$ cat config.mk
export PLATFORM = sky130hd
export DESIGN_NAME = lfu_cache_replacement_core
export DESIGN_NICKNAME = d
export VERILOG_FILES = /design/src/hw/rtl/lfu_pkg.sv /design/src/hw/rtl/lfu_cell.sv /design/src/hw/rtl/lfu_row.sv /design/src/hw/rtl/lfu_cache_replacement_core.sv
export SDC_FILE = /design/constraint.sdc
export NUM_CORES = 2
export LEC_CHECK = 0
export BUFFER_PORTS_ARGS = -buffer_cell sky130_fd_sc_hd__buf_4
export CAP_MARGIN = 20
export CORE_UTILIZATION = 47
export DETAILED_ROUTE_END_ITERATION = 16
export GPL_TIMING_DRIVEN = 0
export PLACE_DENSITY = 0.65
export SETUP_SLACK_MARGIN = 0.1
export SYNTH_ARGS = -nofsm -noshare
export SYNTH_HDL_FRONTEND = slang
export SYNTH_SLANG_ARGS = --single-unit
$ cat constraint.sdc
create_clock -name i_clk -period 5.8 [get_ports i_clk]
set_clock_uncertainty 0.05 [all_clocks]
set_input_delay 1.16 -clock i_clk [delete_from_list [all_inputs] [get_ports i_clk]]
set_output_delay 1.16 -clock i_clk [all_outputs]
set_load 0.02 [all_outputs]
$ cat src/hw/rtl/lfu_pkg.sv
`timescale 1ns / 1ps
// ----------------------------------------------------------------------------
// lfu_pkg
// Shared constants, operation codes and structures of the LFU tag store.
// ----------------------------------------------------------------------------
package lfu_pkg;

    localparam int ENTRIES    = 8;
    localparam int KEY_BITS   = 32;
    localparam int COUNT_BITS = 16;
    localparam int CAP_BITS   = 4;
    localparam int SLOT_BITS  = $clog2(ENTRIES);
    localparam int RANK_BITS  = SLOT_BITS;
    localparam int OCC_BITS   = $clog2(ENTRIES + 1);
    localparam int CMP_BITS   = (OCC_BITS > CAP_BITS) ? OCC_BITS : CAP_BITS;

    localparam logic [CAP_BITS-1:0]   CAP_RESET = CAP_BITS'(8);
    localparam logic [COUNT_BITS-1:0] COUNT_MAX = {COUNT_BITS{1'b1}};

    typedef logic [1:0] t_op;
    localparam t_op OP_NONE    = 2'd0;
    localparam t_op OP_HIT     = 2'd1;
    localparam t_op OP_INSERT  = 2'd2;
    localparam t_op OP_REPLACE = 2'd3;

    // Update broadcast to every cell.
    typedef struct packed {
        t_op                   op;
        logic [SLOT_BITS-1:0]  idx;
        logic [RANK_BITS-1:0]  rank;
        logic [KEY_BITS-1:0]   key;
    } t_cmd;

    // Best eviction candidate so far, handed from cell to cell.
    typedef struct packed {
        logic                  found;
        logic [SLOT_BITS-1:0]  idx;
        logic [COUNT_BITS-1:0] count;
        logic [RANK_BITS-1:0]  rank;
        logic [KEY_BITS-1:0]   tag;
    } t_cand;

    // What one cell reports for lookup.
    typedef struct packed {
        logic                  valid;
        logic                  match;
        logic [COUNT_BITS-1:0] count;
        logic [RANK_BITS-1:0]  rank;
    } t_stat;

endpackage

$ cat src/hw/rtl/lfu_cell.sv
`timescale 1ns / 1ps
// ----------------------------------------------------------------------------
// lfu_cell
// One entry of the tag store with its stage of the victim search chain.
// ----------------------------------------------------------------------------
module lfu_cell (
    input  logic                             i_clk,
    input  logic                             i_rst_n,
    input  logic [lfu_pkg::SLOT_BITS-1:0]    i_index,
    input  lfu_pkg::t_cmd                    i_cmd,
    input  lfu_pkg::t_cand                   i_cand,
    output lfu_pkg::t_cand                   o_cand,
    output lfu_pkg::t_stat                   o_stat
);

    logic                              r_valid, n_valid;
    logic [lfu_pkg::KEY_BITS-1:0]      r_tag, n_tag;
    logic [lfu_pkg::COUNT_BITS-1:0]    r_count, n_count;
    logic [lfu_pkg::RANK_BITS-1:0]     r_rank, n_rank;
    lfu_pkg::t_cand                    r_cand, n_cand;
    logic                              sel;
    logic                              better;

    assign sel = (i_index == i_cmd.idx);

    always_comb begin
        n_valid = r_valid;
        n_tag   = r_tag;
        n_count = r_count;
        n_rank  = r_rank;
        case (i_cmd.op)
            lfu_pkg::OP_HIT: begin
                if (sel) begin
                    if (r_count != lfu_pkg::COUNT_MAX) begin
                        n_count = r_count + lfu_pkg::COUNT_BITS'(1);
                    end
                    n_rank = '0;
                end else if (r_valid && (r_rank < i_cmd.rank)) begin
                    n_rank = r_rank + lfu_pkg::RANK_BITS'(1);
                end
            end
            lfu_pkg::OP_INSERT, lfu_pkg::OP_REPLACE: begin
                if (sel) begin
                    n_valid = 1'b1;
                    n_tag   = i_cmd.key;
                    n_count = lfu_pkg::COUNT_BITS'(1);
                    n_rank  = '0;
                end else if (r_valid) begin
                    // On replacement, entries older than the victim keep their rank:
                    // they close the gap and are pushed back again by the new word.
                    if ((i_cmd.op == lfu_pkg::OP_INSERT) || !(r_rank > i_cmd.rank)) begin
                        n_rank = r_rank + lfu_pkg::RANK_BITS'(1);
                    end
                end
            end
            default: begin
            end
        endcase
    end

    assign better = r_valid && (!i_cand.found || (r_count < i_cand.count) ||
                    ((r_count == i_cand.count) && (r_rank > i_cand.rank)));

    always_comb begin
        n_cand = i_cand;
        if (better) begin
            n_cand.found = 1'b1;
            n_cand.idx   = i_index;
            n_cand.count = r_count;
            n_cand.rank  = r_rank;
            n_cand.tag   = r_tag;
        end
    end

    always_ff @(posedge i_clk) begin
        if (!i_rst_n) begin
            r_valid <= 1'b0;
            r_count <= '0;
            r_rank  <= '0;
            r_cand  <= '0;
        end else begin
            r_valid <= n_valid;
            r_count <= n_count;
            r_rank  <= n_rank;
            r_cand  <= n_cand;
        end
    end

    always_ff @(posedge i_clk) begin
        r_tag <= n_tag;
    end

    assign o_cand       = r_cand;
    assign o_stat.valid = r_valid;
    assign o_stat.match = r_valid && (r_tag == i_cmd.key);
    assign o_stat.count = r_count;
    assign o_stat.rank  = r_rank;

endmodule

$ cat src/hw/rtl/lfu_row.sv
`timescale 1ns / 1ps
// ----------------------------------------------------------------------------
// lfu_row
// Row of entry cells with the hit, free slot and victim results gathered.
// ----------------------------------------------------------------------------
module lfu_row (
    input  logic                             i_clk,
    input  logic                             i_rst_n,
    input  lfu_pkg::t_cmd                    i_cmd,
    output logic                             o_hit,
    output logic [lfu_pkg::SLOT_BITS-1:0]    o_hit_idx,
    output logic [lfu_pkg::COUNT_BITS-1:0]   o_hit_count,
    output logic [lfu_pkg::RANK_BITS-1:0]    o_hit_rank,
    output logic [lfu_pkg::SLOT_BITS-1:0]    o_free_idx,
    output lfu_pkg::t_cand                   o_victim
);

    lfu_pkg::t_cand                    cand [lfu_pkg::ENTRIES+1];
    lfu_pkg::t_stat                    stat [lfu_pkg::ENTRIES];
    logic [lfu_pkg::ENTRIES-1:0]       valid_vec;
    logic [lfu_pkg::ENTRIES-1:0]       free_onehot;

    assign cand[0] = '0;

    genvar g;
    generate
        for (g = 0; g < lfu_pkg::ENTRIES; g++) begin : g_cell
            lfu_cell u_cell (
                .i_clk   (i_clk),
                .i_rst_n (i_rst_n),
                .i_index (lfu_pkg::SLOT_BITS'(g)),
                .i_cmd   (i_cmd),
                .i_cand  (cand[g]),
                .o_cand  (cand[g+1]),
                .o_stat  (stat[g])
            );
            assign valid_vec[g] = stat[g].valid;
        end
    endgenerate

    // Lowest clear bit of the valid vector.
    assign free_onehot = ~valid_vec & (valid_vec + lfu_pkg::ENTRIES'(1));

    // Stored tags are unique, so at most one cell matches.
    always_comb begin
        o_hit       = 1'b0;
        o_hit_idx   = '0;
        o_hit_count = '0;
        o_hit_rank  = '0;
        o_free_idx  = '0;
        for (int i = 0; i < lfu_pkg::ENTRIES; i++) begin
            if (stat[i].match) begin
                o_hit       = 1'b1;
                o_hit_idx   = o_hit_idx | lfu_pkg::SLOT_BITS'(i);
                o_hit_count = o_hit_count | stat[i].count;
                o_hit_rank  = o_hit_rank | stat[i].rank;
            end
            if (free_onehot[i]) begin
                o_free_idx = o_free_idx | lfu_pkg::SLOT_BITS'(i);
            end
        end
    end

    assign o_victim = cand[lfu_pkg::ENTRIES];

endmodule

$ cat src/hw/rtl/lfu_cache_replacement_core.sv
`timescale 1ns / 1ps
// ----------------------------------------------------------------------------
// lfu_cache_replacement_core
// Fully associative LFU tag store built from a row of entry cells.
// ----------------------------------------------------------------------------
// A hit or a miss with a free slot passes through the lookup, update and done
// states; a miss that evicts also runs the victim search first, and capacity 0
// goes straight to done. The victim search walks the cell chain one cell a cycle.
// One word is processed at a time: a new word is taken only once the previous
// result has been loaded into the output register.
// Reset empties every entry, clears occupancy and sets capacity to 8.
module lfu_cache_replacement_core (
    input  logic                             i_clk,
    input  logic                             i_rst_n,
    input  logic                             i_cfg_we,
    input  logic [lfu_pkg::CAP_BITS-1:0]     i_cfg_data,
    input  logic                             i_valid,
    output logic                             o_ready,
    input  logic [lfu_pkg::KEY_BITS-1:0]     i_key,
    output logic                             o_valid,
    input  logic                             i_ready,
    output logic                             o_hit,
    output logic [lfu_pkg::COUNT_BITS-1:0]   o_use_count,
    output logic [lfu_pkg::SLOT_BITS-1:0]    o_slot,
    output logic                             o_evicted,
    output logic [lfu_pkg::KEY_BITS-1:0]     o_evicted_key
);

    localparam logic [2:0] S_IDLE   = 3'd0;
    localparam logic [2:0] S_LOOK   = 3'd1;
    localparam logic [2:0] S_SEARCH = 3'd2;
    localparam logic [2:0] S_APPLY  = 3'd3;
    localparam logic [2:0] S_DONE   = 3'd4;

    logic [2:0]                        r_state, n_state;
    logic [lfu_pkg::CAP_BITS-1:0]      r_capacity;
    logic [lfu_pkg::OCC_BITS-1:0]      r_occ, n_occ;
    logic [lfu_pkg::OCC_BITS-1:0]      r_cnt, n_cnt;
    logic [lfu_pkg::KEY_BITS-1:0]      r_key, n_key;
    lfu_pkg::t_op                      r_op, n_op;
    logic [lfu_pkg::SLOT_BITS-1:0]     r_idx, n_idx;
    logic [lfu_pkg::RANK_BITS-1:0]     r_rank, n_rank;
    logic                              r_res_hit, n_res_hit;
    logic [lfu_pkg::COUNT_BITS-1:0]    r_res_count, n_res_count;
    logic                              r_res_ev, n_res_ev;
    logic [lfu_pkg::KEY_BITS-1:0]      r_res_evkey, n_res_evkey;
    logic                              r_ovalid, n_ovalid;
    logic                              r_o_hit;
    logic [lfu_pkg::COUNT_BITS-1:0]    r_o_count;
    logic [lfu_pkg::SLOT_BITS-1:0]     r_o_slot;
    logic                              r_o_ev;
    logic [lfu_pkg::KEY_BITS-1:0]      r_o_evkey;

    lfu_pkg::t_cmd                     cmd;
    logic                              hit;
    logic [lfu_pkg::SLOT_BITS-1:0]     hit_idx;
    logic [lfu_pkg::COUNT_BITS-1:0]    hit_count;
    logic [lfu_pkg::RANK_BITS-1:0]     hit_rank;
    logic [lfu_pkg::SLOT_BITS-1:0]     free_idx;
    lfu_pkg::t_cand                    victim;
    logic [lfu_pkg::CMP_BITS-1:0]      cap_ext;
    logic [lfu_pkg::CMP_BITS-1:0]      cap_eff;
    logic                              full;
    logic                              in_take;
    logic                              out_load;

    assign cap_ext = lfu_pkg::CMP_BITS'(r_capacity);
    assign cap_eff = (cap_ext > lfu_pkg::CMP_BITS'(lfu_pkg::ENTRIES)) ?
                     lfu_pkg::CMP_BITS'(lfu_pkg::ENTRIES) : cap_ext;
    assign full    = (lfu_pkg::CMP_BITS'(r_occ) >= cap_eff);

    assign cmd.op   = (r_state == S_APPLY) ? r_op : lfu_pkg::OP_NONE;
    assign cmd.idx  = r_idx;
    assign cmd.rank = r_rank;
    assign cmd.key  = r_key;

    lfu_row u_row (
        .i_clk       (i_clk),
        .i_rst_n     (i_rst_n),
        .i_cmd       (cmd),
        .o_hit       (hit),
        .o_hit_idx   (hit_idx),
        .o_hit_count (hit_count),
        .o_hit_rank  (hit_rank),
        .o_free_idx  (free_idx),
        .o_victim    (victim)
    );

    assign o_ready  = (r_state == S_IDLE);
    assign in_take  = i_valid && o_ready;
    assign out_load = (r_state == S_DONE) && (!r_ovalid || i_ready);

    always_comb begin
        n_state     = r_state;
        n_occ       = r_occ;
        n_cnt       = r_cnt;
        n_key       = r_key;
        n_op        = r_op;
        n_idx       = r_idx;
        n_rank      = r_rank;
        n_res_hit   = r_res_hit;
        n_res_count = r_res_count;
        n_res_ev    = r_res_ev;
        n_res_evkey = r_res_evkey;
        case (r_state)
            S_IDLE: begin
                if (in_take) begin
                    n_key       = i_key;
                    n_res_hit   = 1'b0;
                    n_res_count = '0;
                    n_res_ev    = 1'b0;
                    n_res_evkey = '0;
                    n_idx       = '0;
                    n_state     = (cap_eff == '0) ? S_DONE : S_LOOK;
                end
            end
            S_LOOK: begin
                if (hit) begin
                    n_op        = lfu_pkg::OP_HIT;
                    n_idx       = hit_idx;
                    n_rank      = hit_rank;
                    n_res_hit   = 1'b1;
                    n_res_count = (hit_count == lfu_pkg::COUNT_MAX) ?
                                  hit_count : hit_count + lfu_pkg::COUNT_BITS'(1);
                    n_state     = S_APPLY;
                end else if (full) begin
                    n_cnt   = '0;
                    n_state = S_SEARCH;
                end else begin
                    n_op        = lfu_pkg::OP_INSERT;
                    n_idx       = free_idx;
                    n_res_count = lfu_pkg::COUNT_BITS'(1);
                    n_state     = S_APPLY;
                end
            end
            S_SEARCH: begin
                // The search waits for the candidate to pass every cell register.
                if (r_cnt == lfu_pkg::OCC_BITS'(lfu_pkg::ENTRIES)) begin
                    n_op        = lfu_pkg::OP_REPLACE;
                    n_idx       = victim.idx;
                    n_rank      = victim.rank;
                    n_res_count = lfu_pkg::COUNT_BITS'(1);
                    n_res_ev    = 1'b1;
                    n_res_evkey = victim.tag;
                    n_state     = S_APPLY;
                end else begin
                    n_cnt = r_cnt + lfu_pkg::OCC_BITS'(1);
                end
            end
            S_APPLY: begin
                if (r_op == lfu_pkg::OP_INSERT) begin
                    n_occ = r_occ + lfu_pkg::OCC_BITS'(1);
                end
                n_state = S_DONE;
            end
            S_DONE: begin
                if (out_load) begin
                    n_state = S_IDLE;
                end
            end
            default: begin
                n_state = S_IDLE;
            end
        endcase
    end

    assign n_ovalid = out_load || (r_ovalid && !i_ready);

    always_ff @(posedge i_clk) begin
        if (!i_rst_n) begin
            r_state    <= S_IDLE;
            r_capacity <= lfu_pkg::CAP_RESET;
            r_occ      <= '0;
            r_cnt      <= '0;
            r_op       <= lfu_pkg::OP_NONE;
            r_ovalid   <= 1'b0;
        end else begin
            r_state  <= n_state;
            r_occ    <= n_occ;
            r_cnt    <= n_cnt;
            r_op     <= n_op;
            r_ovalid <= n_ovalid;
            if (i_cfg_we) begin
                r_capacity <= i_cfg_data;
            end
        end
    end

    always_ff @(posedge i_clk) begin
        r_key       <= n_key;
        r_idx       <= n_idx;
        r_rank      <= n_rank;
        r_res_hit   <= n_res_hit;
        r_res_count <= n_res_count;
        r_res_ev    <= n_res_ev;
        r_res_evkey <= n_res_evkey;
        if (out_load) begin
            r_o_hit   <= r_res_hit;
            r_o_count <= r_res_count;
            r_o_slot  <= r_idx;
            r_o_ev    <= r_res_ev;
            r_o_evkey <= r_res_evkey;
        end
    end

    assign o_valid       = r_ovalid;
    assign o_hit         = r_o_hit;
    assign o_use_count   = r_o_count;
    assign o_slot        = r_o_slot;
    assign o_evicted     = r_o_ev;
    assign o_evicted_key = r_o_evkey;

endmodule

==> results.toml <==
[outcome]
status = "finished, final reports clean"

[logic_synthesis]
dominantRegCellSynth = "dfxtp_1"
seq_area_frac_synth_pct = 55.2
synth_cells = 3993
ys_seq_elements = 991
syn_area_sq_um = 43100
avgSynthCellArea_sq_um = 10.8
synthTopCellsByArea = "edfxtp_1, dfxtp_1, mux2i_1"
synth_warnings = 0
synth_top_area_share_pct = 27.7
yosysTopAreaCell = "edfxtp_1"
synth.distinct_cells = 76
async_flop_share_pct = 0
synthesis.nets = 4215
synth-edff-count = 397

[timing]
tns_ns = 0
max_slew_margin_pct = 19.3
finalCritPeriodShare_pct = 94.5
drv_slew = 0
worst_slew_pin_slew_ns = 1.21
setup_viol = 0
hold_violations = 0
fin_ws_ns = 0.318
max_freq_ghz = 0.182
period_needed_ns = 5.48
grt_setup_unrepaired = "no"

[finish]
fin_cells = 5479
layout_commonest_cell = "dfxtp_1"
area_growth_pct = 14.3
final_cell_mix = "dfxtp_1, nor2_1, edfxtp_1"
fillers = 7799
drive_above_1_share_pct = 9.14
num-nets-final = 4430

[drt]
drtIter0Drc = 3388
drt_pass1_iterations = 6
remaining_drc_errors = 0
num_vias = 30700
wirelength_um = 133000
ant_nets = 0
drt-vias-per-instance = 5.61
post_drt_wl_per_cell_um = 24.3

[floorplanning]
fp-row-count = 110
die-width_um = 305
start_util_pct = 47.7
core_area_sq_um = 90400
die_h_um = 305
ios = 96
die_area_sq_um = 92900

[grt]
grt_util_met1_pct = 40.4
met2_usage_pct = 42.0
grt_max_degree = 38
busiest_layer = "met2"
grt-ovfl-total = 0
grt_pass1_wl_um = 192000
grtUsageTotal_pct = 28.2
use_met3_pct = 5.42
grt_antenna_before_repair = 4
grt_pass1_vias = 28700

[critical_path]
end_kind = "register"
r2r_start = "r_key[16]"
cp-start-kind = "register"
path_cells = "buf_6 -> xnor2_1 -> nand4_1 -> nor4_1 -> and3_1 -> buf_2 -> buf_2 -> nor4_1 -> nand2_1 -> nor2_1 -> a21oi_1 -> inv_1 -> a2111oi_4 -> buf_4 -> buf_4 -> buf_2"
crit_arrival_ns = 5.82
crit_required_ns = 6.14
crit_start = "r_key[16]"
crit_top_cell = "buf_2"
worst-setup-path-type = "reg2reg"
crit_fanout = 10
max_stage_delay_ns = 0.89
cpMaxStageDelayCell = "edfxtp_1"

[power]
leakage_nw = 17.2
p_int_w = 0.0126
p_clk_share_pct = 41.1
powerDensity_nw_per_um2 = 348
power_w = 0.0171
seq_power_share_pct = 47.3
power.share.combinational_pct = 11.6
ir_drop_v = 0.000210
p_sw_share_pct = 26.8
switchingPower_w = 0.00459

[clock_tree]
clk_latency_ns = 0.72
clock-sinks = 991
post_cts_buffers = 0
ctsLongestPathBuffers = 3
htreeDepth = 3
cts_root_buf = "clkbuf_16"
cts_tree = "done"
cts_buffers = 105
path_clk_slew_ns = 0.06

[placement]
port_buffers = 93
dp_cells = 5274
post-place-ws_ns = 0.176
place_congestion = 1.00
dp.final_hpwl_um = 104000

[job]
drv_cap = 0

[worst_hold_path]
hold_path.class = "reg2reg"
hold_path_startpoint = "r_res_evkey[17]"
## cell families after synthesis
| group | Yosys count | share of synthesized area (%) |
|---|---|---|
| buf+inv | 410 | 4.16 |
| mux | 244 | 5.67 |
| simple gates | 1361 | 15.6 |
| xor+xnor | 357 | 7.39 |
| flops | 991 | 55.2 |
| compound gates | 449 | 6.66 |
| fa+ha+maj | 181 | 5.25 |
## flip-flops by register name (all words and copies together), names as in the netlist, 8 cells and up
name and count:
r_res_evkey 32, o_evicted_key 32, o_use_count 16, r_res_count 16, u_row.g_cell.u_cell.r_tag 256, r_key 32
u_row.g_cell.u_cell.r_count 128, u_row.g_cell.u_cell.o_cand 416, u_row.g_cell.u_cell.r_rank 24, u_row.g_cell.u_cell.r_valid 8
## power groups by stage
stage	registers [W]	logic, W	clock network, W
after floorplan	0.00805	0.00119	0
after global placement	0.00824	0.00187	0
after detailed placement	0.00824	0.00195	0
after CTS	0.00809	0.00196	0.00711
after global routing	0.00812	0.00210	0.00740
final	0.00811	0.00200	0.00704
## cell usage after synthesis, types with 13 or more instances
library cell and instances:
mux2i_1 244, a21o_1 15, edfxtp_1 397, nand4_1 143
a31oi_1 13, nand2b_1 30, xor2_1 80, nor3_1 32
o21a_1 20, xnor2_1 269, clkbuf_1 132, o21ai_0 182
buf_4 14, nor4_1 15, and3_1 82, buf_2 19
a22o_1 32, nor2b_1 39, nand2_1 214, dfxtp_1 594
nor2_1 497, ha_1 181, or3_1 29, buf_6 22
and2_1 38, inv_1 194, buf_1 26, a21oi_1 88
a221oi_1 14, nand3_1 183
## final timing paths
| path | endpoint | slack, ns | cells past startpoint |
|---|---|---|---|
| max reg2reg | r_res_count[13] | 0.32 | 16 |
| min reg2reg | o_evicted_key[17] | 0.37 | 0 |
| min | o_evicted_key[17] | 0.37 | 0 |
| max | r_res_count[13] | 0.32 | 16 |
## stage by stage
step	util [%]	instance area, sq um	hold slack (ns)
2_1_floorplan	-	43100	0.350
3_3_place_gp	50.1	45300	0.352
3_5_place_dp	50.3	45500	0.355
4_1_cts	54.4	49200	0.367
5_1_grt	54.5	49300	0.374
6_report	54.5	49300	0.367
## cell type report
cell class                 instances  area (sq um)  share of cell area [%]
timing repair buffer             108           920                    1.87
sequential                       991         23800                    48.3
buffer                           214          1060                    2.14
multi-input combinational       2592         17600                    35.7
clock inverter                    55           597                    1.21
tap                             1176          1470                    2.99
clock buffer                     145          3100                    6.29
inverter                         196           736                    1.49
antenna                            2          5.00                  0.0102
## timing repair
action                     4_1_cts  5_1_grt
resized for setup                0        2
hold buffers                     0        0
setup endpoints to repair        0        8
## worst max-delay path: cells and delay by family (launching register included)
family	cells	cell delay, ns
AOI/OAI and AO/OA	2	0.78
xor gates and xnor gates	1	0.15
DFF	1	0.89
buffers and inverters	7	1.82
and+or+nand+nor	6	1.40
## routing by layer
layer  wire, um  share of wire, %
met1      59000                44
met5         18             0.014
met4       4970               3.7
met3      12200               9.2
met2      56900                43
Note: power is estimated with default switching activity, not from simulation.
